`src/hw/rtl/ust_pkg.sv`:
```
// Shared types and codes for the unordered set table.
package ust_pkg;

	localparam int LIMIT_W     = 7;
	localparam logic [LIMIT_W-1:0] LIMIT_RESET = 7'd50;

	localparam logic [2:0] OP_INSERT = 3'd0;
	localparam logic [2:0] OP_DELETE = 3'd1;
	localparam logic [2:0] OP_FIND   = 3'd2;
	localparam logic [2:0] OP_GET    = 3'd3;
	localparam logic [2:0] OP_CLEAR  = 3'd4;

	localparam logic [2:0] ST_OK      = 3'd0;
	localparam logic [2:0] ST_FULL    = 3'd1;
	localparam logic [2:0] ST_DUP     = 3'd2;
	localparam logic [2:0] ST_MISSING = 3'd3;
	localparam logic [2:0] ST_RANGE   = 3'd4;

	typedef struct packed {
		logic [2:0]  opcode;
		logic [31:0] key;
		logic [5:0]  slot_index;
	} req_t;

	typedef struct packed {
		logic [2:0]  status;
		logic [5:0]  found_slot;
		logic [31:0] read_value;
		logic [6:0]  entry_count;
		logic        is_full;
		logic        is_empty;
	} rsp_t;

	// Controller to datapath
	typedef struct packed {
		logic       load;
		logic       scan_start;
		logic       scan_step;
		logic       rd_last;
		logic       rd_get;
		logic       res_set;
		logic       res_hit;
		logic       ins_write;
		logic       del_write;
		logic       get_done;
		logic       clear;
		logic       emit;
		logic [2:0] status;
	} cmd_t;

	// Datapath to controller
	typedef struct packed {
		logic [2:0] op;
		logic       full;
		logic       hit;
		logic       miss;
		logic       out_free;
	} sts_t;

endpackage

```
`src/hw/rtl/ust_ctrl.sv`:
```
// Controller: sequences each request through decode, then scan, move or get as needed, then result.
module ust_ctrl import ust_pkg::*; (
	input  logic clk,
	input  logic arst_n,
	input  logic req_valid,
	output logic req_ready,
	input  sts_t sts,
	output cmd_t cmd
);

	typedef enum logic [2:0] {
		S_IDLE,
		S_DECODE,
		S_SCAN,
		S_LAST,
		S_GET,
		S_RESULT
	} state_t;

	state_t state_q;
	state_t state_d;

	assign req_ready = state_q == S_IDLE;

	always_comb begin
		cmd     = '0;
		state_d = state_q;
		unique case (state_q)
			S_IDLE: begin
				if (req_valid) begin
					cmd.load = 1'b1;
					state_d  = S_DECODE;
				end
			end
			S_DECODE: begin
				unique case (sts.op) inside
					OP_INSERT: begin
						if (sts.full) begin
							cmd.res_set = 1'b1;
							cmd.status  = ST_FULL;
							state_d     = S_RESULT;
						end else begin
							cmd.scan_start = 1'b1;
							state_d        = S_SCAN;
						end
					end
					OP_DELETE, OP_FIND: begin
						cmd.scan_start = 1'b1;
						state_d        = S_SCAN;
					end
					OP_GET: begin
						cmd.rd_get = 1'b1;
						state_d    = S_GET;
					end
					OP_CLEAR: begin
						cmd.clear   = 1'b1;
						cmd.res_set = 1'b1;
						cmd.status  = ST_OK;
						state_d     = S_RESULT;
					end
					default: begin
						cmd.res_set = 1'b1;
						cmd.status  = ST_OK;
						state_d     = S_RESULT;
					end
				endcase
			end
			S_SCAN: begin
				if (sts.hit) begin
					if (sts.op == OP_INSERT) begin
						cmd.res_hit = 1'b1;
						cmd.status  = ST_DUP;
						state_d     = S_RESULT;
					end else if (sts.op == OP_DELETE) begin
						// fetch the last entry to fill the freed slot
						cmd.rd_last = 1'b1;
						state_d     = S_LAST;
					end else begin
						cmd.res_hit = 1'b1;
						cmd.status  = ST_OK;
						state_d     = S_RESULT;
					end
				end else if (sts.miss) begin
					if (sts.op == OP_INSERT) begin
						cmd.ins_write = 1'b1;
					end else begin
						cmd.res_set = 1'b1;
						cmd.status  = ST_MISSING;
					end
					state_d = S_RESULT;
				end else begin
					cmd.scan_step = 1'b1;
				end
			end
			S_LAST: begin
				cmd.del_write = 1'b1;
				state_d       = S_RESULT;
			end
			S_GET: begin
				cmd.get_done = 1'b1;
				state_d      = S_RESULT;
			end
			S_RESULT: begin
				if (sts.out_free) begin
					cmd.emit = 1'b1;
					state_d  = S_IDLE;
				end
			end
			default: begin
				state_d = S_IDLE;
			end
		endcase
	end

	always_ff @(posedge clk or negedge arst_n) begin
		if (!arst_n) begin
			state_q <= S_IDLE;
		end else begin
			state_q <= state_d;
		end
	end

endmodule

```
`config.mk`:
```
export PLATFORM = sky130hd
export DESIGN_NAME = ust_ctrl
export DESIGN_NICKNAME = d
export VERILOG_FILES = /design/src/hw/rtl/ust_pkg.sv /design/src/hw/rtl/ust_ctrl.sv
export SDC_FILE = /design/constraint.sdc
export NUM_CORES = 1
export LEC_CHECK = 0
export BUFFER_PORTS_ARGS = -buffer_cell sky130_fd_sc_hd__buf_4
export CAP_MARGIN = 20
export CORE_AREA = 2 2 39 41
export DETAILED_ROUTE_END_ITERATION = 16
export DIE_AREA = 0 0 41 43
export GPL_TIMING_DRIVEN = 0
export PLACE_DENSITY = 0.65
export SETUP_SLACK_MARGIN = 0.1
export SKIP_CTS_REPAIR_TIMING = 1
export SYNTH_ARGS = -nofsm -noshare
export SYNTH_HDL_FRONTEND = slang
export SYNTH_SLANG_ARGS = --single-unit
```
`constraint.sdc`:
```
create_clock -name clk -period 1.35 [get_ports clk]
set_input_delay 0 -clock clk [delete_from_list [all_inputs] [get_ports clk]]
set_output_delay 0 -clock clk [all_outputs]
set_load 0.005 [all_outputs]
```
; Word level (Yosys, flattened, before mapping)
; Cells that the tools add are included.
[word_totals]
out_inout_bits = 16
reg_bits = 3
[op_classes]
eq_ne = 12
n_mux = 48
reduce_logical = 6
[op_table]
columns = cell, count
row1 = 1-bit 2-to-1 mux, 29
row2 = 3-bit 2-to-1 mux, 7
row3 = 3-bit one-hot mux with 5 select lines, 1
row4 = "3-bit by 2-bit == test with 1-bit output, second input constant", 4
row5 = 2-bit 2-to-1 mux, 6
row6 = "3-bit == test, second input constant", 3
row7 = 3-bit one-hot mux with 3 select lines, 1
row8 = "3-bit by 1-bit == test with 1-bit output, second input constant", 2
row9 = 3-bit zero test, 2
row10 = 1-bit one-hot mux with 2 select lines, 3
row11 = 3-bit one-hot mux with 2 select lines, 1
row12 = "2-bit != test, second input constant", 2
row13 = 2-bit OR reduction, 2
row14 = "3-bit != test, second input constant", 1
row15 = 3-bit AND reduction, 1
row16 = 3-bit OR reduction, 1

; Depth between registers and ports, before layout
; Gate-level depths: netlist of the first run.
[logic_depth]
word_depth = 5
mapped_depth = 5
mapped_depth_nobuf = 4

; Worst setup path before layout of the first run
; No wires, ideal clock.
[synth_timing]
kind = register to register
from = register state_q[2]
to = register state_q[0]
stages_incl_launch_ff = 6
synth_period_minus_slack_ns = 1.147
arrival_ns = 1.014
required_time_ns = 1.216
n_path_buf = 1
path_slack_ns = 0.203
setup_ns = 0.134
cell_sequence = dfrtp_1 -> buf_2 -> nor3_1 -> a21oi_1 -> o21ai_0 -> o22ai_1
[synth_between]
elab_chain_len = 3
elab_cells_between_ends = 12
classes_between = eq/ne (8) / mux (1) / reduce/logical (3)
[synth_rtl]
columns = item, line_no
row1 = "start, declared", ust_ctrl.sv:20  ; state_t state_q;
row2 = "start signal, assigned", ust_ctrl.sv:119  ; state_q <= state_d;
row3 = "3-bit by 2-bit == test with 1-bit output, or another cell as far along", ust_ctrl.sv:28  ; unique case (state_q)
row4 = "2-bit OR reduction (no source line), or another cell as far along", --
row5 = 3-bit one-hot mux with 5 select lines / 3-bit AND reduction (equally long branches), --
; Parallel ways exist; a longest one is shown, timed or not.
; A chain may end at the register's enable or synchronous reset.

==> results_dict.tcl, run 1 <==
set metrics [dict create \
    viasPerCell 4.91 \
    crit_arrival_ns 1.33 \
    start_kind "flip-flop" \
    grt_pass1_vias 417 \
    setup_viol 0 \
    rsz0062_at_grt "yes" \
    cts-htree-levels 1 \
    p_int_mw 0.668 \
    grt_usage_pct 13.0 \
    syn_area_per_cell_um2 6.70 \
    grt_pass1_wl_mm 1.58 \
    vias 516 \
    cp_max_fo 8 \
    switchingPower_mw 0.459 \
    drive_gt1_share_pct 52.8 \
    power_mw 1.13 \
    synth.largest_area_cell "dfrtp_1" \
    tns_ns 0 \
    largestRegisters "state_q: 3 flops" \
    yosys-top-cells-area "dfrtp_1, nor2_1, and3_1" \
    drv_slew 0 \
    n_antenna_cell 0 \
    largest_register "state_q" \
    netlist_area_um2 362 \
    layout_common_cells "buf_4, nor2_1, nand2_1" \
    hold_class "primary input to asynchronous set/reset pin" \
    leakage_nw 0.367 \
    synth_cells 54 \
    antenna_found_initial 0 \
    fill_cells 151 \
    rows 14 \
    peakVddDrop_mv 0.965 \
    status "finished clean" \
    drc 0 \
    drt_wl_total_mm 1.11 \
    p_comb_share_pct 68.5 \
    power_frac_seq_pct 17.9 \
    place.gp.congestion 0.740 \
    yosysWarnings 0 \
    drt_first_pass_iters 4 \
    overflow 0 \
    io_buffer_count 24 \
    final_nets 100 \
    hold_violations 0 \
    cap_violations 0 \
    first_iter_violations 10 \
    clkLatencyLatePin_ns 0.23 \
    cts_root_buf "clkbuf_4" \
    hpwlAfterDp_um 771 \
    synth_top_area_share_pct 20.8 \
    die_y_um 43 \
    synth.distinct_cells 27 \
    max_clock_freq_mhz 754 \
    fin_crit_ns 1.33 \
    synth_fp_nets 64 \
    start_util_pct 26.1 \
    wl_per_cell_um 10.6 \
    clockBufferDepth 2 \
    numCtsBuffers 3 \
    powerDensity_nw_per_um2 1570 \
    finClkSkew_ns 0.00317 \
    cts_tree "yes" \
    dieArea_um2 1760 \
    clkPwrFrac_pct 13.6 \
    ant_nets 0 \
    design.core.area_um2 1380 \
    layout_commonest_cell "buf_4" \
    clk_pin_slew_worst_paths_ns 0.04 \
    ys_seq_area_share_pct 20.8 \
    ys_seq_elements 3 \
    grt_start_max_net_pins 11 \
    timing.final.crit_share_pct 98.2 \
    clock_sinks 3 \
    cp-end-kind "primary output" \
    die_w_um 41 \
    largest_reg_flops 3 \
    required_ns 1.35 \
    pin_count 26 \
    swShare_pct 40.7 \
    worstSetupPathType "flip-flop to primary output" \
    area_growth_pct 99.0 \
]
routing by layer:
metal | part of all wire [%] | wire length [µm] | track usage (%)
met4 | 0 | 0 | 8.00
met5 | 0 | 0 | 0
met2 | 51 | 564 | 18.4
met3 | 7.7 | 85 | 3.14
met1 | 41 | 458 | 16.9
cell families (layout without fill, tap and decap cells):
group / Yosys count / after routing / share of synthesized area (%)
AND/OR/NAND/NOR: 32 / 32 / 49.5
AO/OA/AOI/OAI: 13 / 13 / 22.1
other: 1 / 1 / 1.04
buffers and inverters: 5 / 40 / 6.57
flip-flops: 3 / 3 / 20.8
synthesized netlist by cell type:
master,number
a211o_1,1
a21o_1,1
a21oi_1,2
a22oi_1,1
and2_1,1
and3_1,4
and4b_1,1
buf_2,1
buf_4,1
clkbuf_1,1
conb_1,1
dfrtp_1,3
inv_1,2
nand2_1,4
nand2b_1,2
nand3_1,1
nand4_1,1
nand4b_1,1
nor2_1,8
nor2b_1,1
nor3_1,4
nor3b_1,2
nor3b_2,1
o21ai_0,5
o22a_1,1
o22ai_1,2
or3_1,1
path summary, 6_finish.rpt:
kind,slack [ns],cells past startpoint,endpoint,start
max,0.02,5,cmd[1],state_q[0]
min,0.1,2,state_q[1],arst_n
max reg2reg,0.14,5,state_q[2],state_q[2]
min reg2reg,0.71,3,state_q[1],state_q[2]
max in group asynchronous,1.15,2,state_q[0],arst_n
min in group clk,0.11,3,state_q[0],sts[6]
stage by stage:
stage / std cells / instance area [µm²] / utilization, % / setup WS, ns / hold WS [ns]
after global placement: 94 / 562 / 40.6 / 0.0741 / -0.211
after CTS: 98 / 588 / 42.5 / -0.158 / -0.458
after global routing: 105 / 719 / 52.0 / -0.0576 / 0.113
after detailed placement: 94 / 562 / 40.6 / 0.0766 / -0.211
after floorplan: 54 / 362 / - / 0.203 / -0.296
final: 105 / 719 / 52.0 / 0.0241 / 0.0963
power by group through the flow:
stage | clock (mW) | sequential [mW] | combinational [mW]
6_report | 0.153 | 0.202 | 0.772
5_1_grt | 0.162 | 0.208 | 0.859
4_1_cts | 0.164 | 0.169 | 0.529
3_5_place_dp | 0 | 0.170 | 0.527
3_3_place_gp | 0 | 0.168 | 0.523
2_1_floorplan | 0 | 0.160 | 0.324
layout make-up:
cell class	instances	area, µm²	share of cell area, %
buffer	3	26.3	3.65
clock buffer	4	26.3	3.65
inverter	2	7.51	1.04
multi-input combinational	46	320	44.5
sequential	3	76.3	10.6
tap	16	20.0	2.78
timing repair buffer	31	243	33.7
worst max-delay path, stage by stage (launching register included):
cell and delay [ns]:
dfrtp_2 0.48, nor2_4 0.14, nand4b_1 0.13, nand2b_4 0.18, o21ai_2 0.06, buf_4 0.12
Power figures use the tool's default switching activity.
==> inputs of run 2 (changes only) <==
Settings changed: CORE_AREA 2 2 39 41 to not set, CORE_MARGIN set to 2, CORE_UTILIZATION set to 25, DIE_AREA 0 0 41 43 to not set, PLACE_DENSITY 0.65 to 0.62.
==> run 2 against run 1 <==
  * Final cell count shrank 1.9%
  * Clock-buffer cell count stayed put
  * Largest power group unchanged
  * Sequential power fell by 4%
  * Clock skew is 0.0031 ns lower
  * First-iteration DRC count decreased by 20%
  * Largest cell class unchanged
  * Critical path type unchanged
  * Global-route usage shrank 1.7 points
==> results_dict.tcl, run 2 (synthesized netlist as in run 1, its figures left out) <==
set metrics [dict create \
    fin_ws_ns 0.0178 \
    drc 0 \
    viasPerCell 4.87 \
    required_ns 1.35 \
    rows 13 \
    cp_slowest_cell "dfrtp_2" \
    setup_viol 0 \
    largest_reg_flops 3 \
    cts_root_buf "clkbuf_4" \
    cap_violations 0 \
    design.core.area_um2 1330 \
    wl_per_cell_um 10.6 \
    grt_pass1_vias 385 \
    cts-htree-levels 1 \
    hpwlAfterDp_um 802 \
    start_kind "flip-flop" \
    critical-path-max-stage-delay_ns 0.47 \
    n_antenna_cell 0 \
    drt_first_pass_iters 4 \
    clockBufferDepth 2 \
    grt_start_max_net_pins 11 \
    powerDensity_nw_per_um2 1580 \
    startpoint "state_q[0]" \
    peakVddDrop_mv 1.06 \
    numCtsBuffers 3 \
    layout_common_cells "buf_4, nor2_1, nand2_1, and3_1" \
    largest_register "state_q" \
    clock_sinks 3 \
    first_iter_violations 8 \
    layout_commonest_cell "buf_4" \
    cp_max_fo 8 \
    hold_ws_ns 0.0962 \
    drive_gt1_share_pct 48.9 \
    worstSetupPathType "flip-flop to primary output" \
    crit_arrival_ns 1.33 \
    cts_tree "yes" \
    ant_nets 0 \
    cp-end-kind "primary output" \
    multi_input_area_um2 308 \
    largestRegisters "state_q: 3 flops" \
    seqCellArea_um2 76.3 \
    fill_cells 147 \
    antenna_found_initial 0 \
    post-route-util_pct 52.0 \
    overflow 0 \
    crit_chain "nor2_4 > nand4b_1 > nand2b_4 > o21ai_1 > buf_4" \
    tns_ns 0 \
    rsz0062_at_grt "yes" \
    timing.final.crit_share_pct 98.7 \
    worst-path-stages 5 \
    grt_usage_pct 11.3 \
    finClkSkew_ns 0.000117 \
    dieArea_um2 1770 \
    clk_pin_slew_worst_paths_ns 0.04 \
    crit_buf_inv 1 \
    leakage_nw 0.359 \
    die_y_um 42.0 \
    grt_pass1_wl_mm 1.55 \
    hold_violations 0 \
    max_clock_freq_mhz 751 \
    final_nets 99 \
    pin_count 26 \
    io_buffer_count 24 \
    drv_slew 0 \
    hold_class "primary input to asynchronous set/reset pin" \
    clkLatencyLatePin_ns 0.23 \
    fin_crit_ns 1.33 \
    start_util_pct 27.1 \
    power_mw 1.09 \
    place.gp.congestion 0.792 \
    cp_top_family "flip-flops" \
    drt_wl_total_mm 1.09 \
    reg2regPathDepth 5 \
    dp_slack_ns 0.0171 \
    area_growth_pct 91.7 \
    reg2reg_from "state_q[2]" \
    status "finished clean" \
    die_w_um 42.0 \
    vias 502 \
]
==> run 2: cell count changes in the layout (fill, tap and decap cells not counted), sizes merged <==
| cell | before | now |
|---|---|---|
| buf | 32 | 31 |
==> run 2: path summary, 6_finish.rpt <==
path / endpoint / slack (ns)
max in group asynchronous: state_q[0] / 1.15
worst min register to register: state_q[1] / 0.67
worst max-delay path: cmd[0] / 0.02
worst max register to register: state_q[2] / 0.04
min in group clk: state_q[0] / 0.10
worst min-delay path: state_q[1] / 0.1
==> run 2: report_power, final <==
| part | internal [mW] | switching, mW |
|---|---|---|
| Sequential | 0.132 | 0.0605 |
| Clock | 0.111 | 0.0461 |
| Combinational | 0.396 | 0.349 |
| Total | 0.639 | 0.455 |
==> run 2: metal layers <==
metal | global-route usage (%) | vias up | share of wire [%]
met1 | 14.3 | 224 | 45
met4 | 7.50 | 0 | 0
met5 | 0 | - | 0
li1 | - | 264 | -
met3 | 1.29 | 0 | 5.0
met2 | 17.8 | 14 | 50
==> run 2: stage by stage <==
step	instance area (µm²)	std cells
floorplan	362	54
global placement	561	93
detailed placement	561	93
CTS	587	97
global route	693	103
finish	693	103
==> run 2: final cells by class <==
cell class	instances	area share [%]
timing repair buffer	30	33.2
sequential	3	11.0
clock buffer	4	3.79
inverter	2	1.08
tap	15	2.71
buffer	3	3.79
multi-input combinational	46	44.4
==> run 2: worst register-to-register path, cell delays in order (launching register included) <==
cell     delay (ns)
dfrtp_1        0.37
buf_6          0.14
nor3_1         0.17
a21oi_1        0.05
o21ai_0        0.29
o22ai_1        0.15
==> inputs of run 3 (changes only) <==
Clock period 1.35 ns to 1.66 ns, I/O delays scaled along.
==> run 3 against run 2 <==
  * Die area stayed put
  * Worst hold slack hardly changed
  * Critical path depth is 1 higher
  * Largest cell class unchanged
  * Utilization is 5.6 points lower
  * Flip-flop and latch count stayed put
  * Sequential share of layout area is 1.1 points higher
  * Design area is 11% lower
  * Critical path type unchanged
  * Power is 34% lower
  * Clock skew hardly changed
  * Sequential power is 25% lower
==> results_dict.tcl, run 3 (synthesized netlist as in run 1, its figures left out) <==
set metrics [dict create \
    finClkSkew_ns 0.000113 \
    cp-end-kind "primary output" \
    drc 0 \
    clkLatencyLatePin_ns 0.23 \
    dp_slack_ns 0.327 \
    drive_gt1_share_pct 39.3 \
    drv_slew 0 \
    vias 470 \
    drt_first_pass_iters 3 \
    rsz0062_at_grt "yes" \
    wl_met1_um 465 \
    cts-htree-levels 1 \
    dieArea_um2 1770 \
    clockBufferDepth 2 \
    n_antenna_cell 0 \
    hold_ws_ns 0.0964 \
    grt_pass1_wl_mm 1.55 \
    placed_cells 93 \
    peakVddDrop_mv 0.878 \
    io_buffer_count 24 \
    start_kind "flip-flop" \
    grt_usage_pct 11.3 \
    largestRegisters "state_q: 3 flops" \
    fin_crit_ns 1.43 \
    cap_violations 0 \
    status "finished clean" \
    wl_met3_um 46 \
    cts_tree "yes" \
    clk_pin_slew_worst_paths_ns 0.04 \
    reg2reg_slack_ns 0.31 \
    crit_chain "buf_2 > nor2_4 > nand4b_1 > nand2b_1 > o21ai_0 > buf_4" \
    clock_sinks 3 \
    place_area_um2 561 \
    post-route-util_pct 46.3 \
    place.gp.congestion 0.792 \
    final_cell_area_um2 618 \
    leakage_nw 0.319 \
    crit_arrival_ns 1.43 \
    pin_count 26 \
    worstSetupPathType "flip-flop to primary output" \
    final_cells 99 \
    viasPerCell 4.75 \
    cp_max_fo 10 \
    power_mw 0.727 \
    setup_viol 0 \
    cts_root_buf "clkbuf_4" \
    design.core.area_um2 1330 \
    required_ns 1.66 \
    hpwlAfterDp_um 802 \
    start_util_pct 27.1 \
    grt_pass1_vias 385 \
    largest_register "state_q" \
    max_clock_freq_mhz 699 \
    rows 13 \
    critical-path-max-stage-delay_ns 0.36 \
    hold_class "primary input to asynchronous set/reset pin" \
    antenna_found_initial 0 \
    cp_slowest_cell "dfrtp_1" \
    tns_ns 0 \
    wl_met2_um 502 \
    grt_start_max_net_pins 11 \
    die_y_um 42.0 \
    final_nets 95 \
    first_iter_violations 7 \
    top_layer "met3" \
    largest_reg_flops 3 \
    layout_common_cells "buf_4, nor2_1, o21ai_0" \
    overflow 0 \
    powerDensity_nw_per_um2 1180 \
    timing.final.crit_share_pct 86.2 \
    ant_nets 0 \
    fin_ws_ns 0.229 \
    area_growth_pct 70.9 \
    layout_commonest_cell "buf_4" \
    numCtsBuffers 3 \
    drt_wl_total_mm 1.01 \
    wl_per_cell_um 10.2 \
    die_w_um 42.0 \
    hold_violations 0 \
]
==> run 3: cell count changes in the layout (fill, tap and decap cells not counted), sizes merged <==
cell / delta
buf: -5
clkbuf: +1
==> run 3: layer usage <==
layer / track usage [%] / vias up
met5: 0 / -
met2: 17.8 / 10
met3: 1.29 / 0
met1: 14.3 / 208
met4: 7.50 / 0
li1: - / 252
==> run 3: critical path: cells and delay by family (launching register included) <==
family,cells,cell delay (ns)
simple gates,3,0.45
flops,1,0.36
compound gates,1,0.08
buf+inv,2,0.32
==> run 3: path summary, 6_finish.rpt <==
path                              end  cells past startpoint        from
setup / recovery               cmd[1]                      6  state_q[2]
hold / removal             state_q[1]                      2      arst_n
setup reg to reg           state_q[2]                      5  state_q[2]
hold reg to reg            state_q[1]                      2  state_q[2]
max in group asynchronous  state_q[0]                      2      arst_n
min in group clk           state_q[0]                      3      sts[6]
==> run 3: layout make-up <==
type | instances | area (µm²)
timing repair buffer | 26 | 200
clock buffer | 4 | 26.3
inverter | 2 | 7.51
buffer | 3 | 17.5
tap | 15 | 18.8
sequential | 3 | 75.1
fill | 148 | 716
multi-input combinational | 46 | 273
==> run 3: where the power goes <==
group / internal [mW] / switching (mW) / total (mW)
Sequential: 0.105 / 0.0394 / 0.144
Clock: 0.0901 / 0.0374 / 0.127
Combinational: 0.219 / 0.237 / 0.456
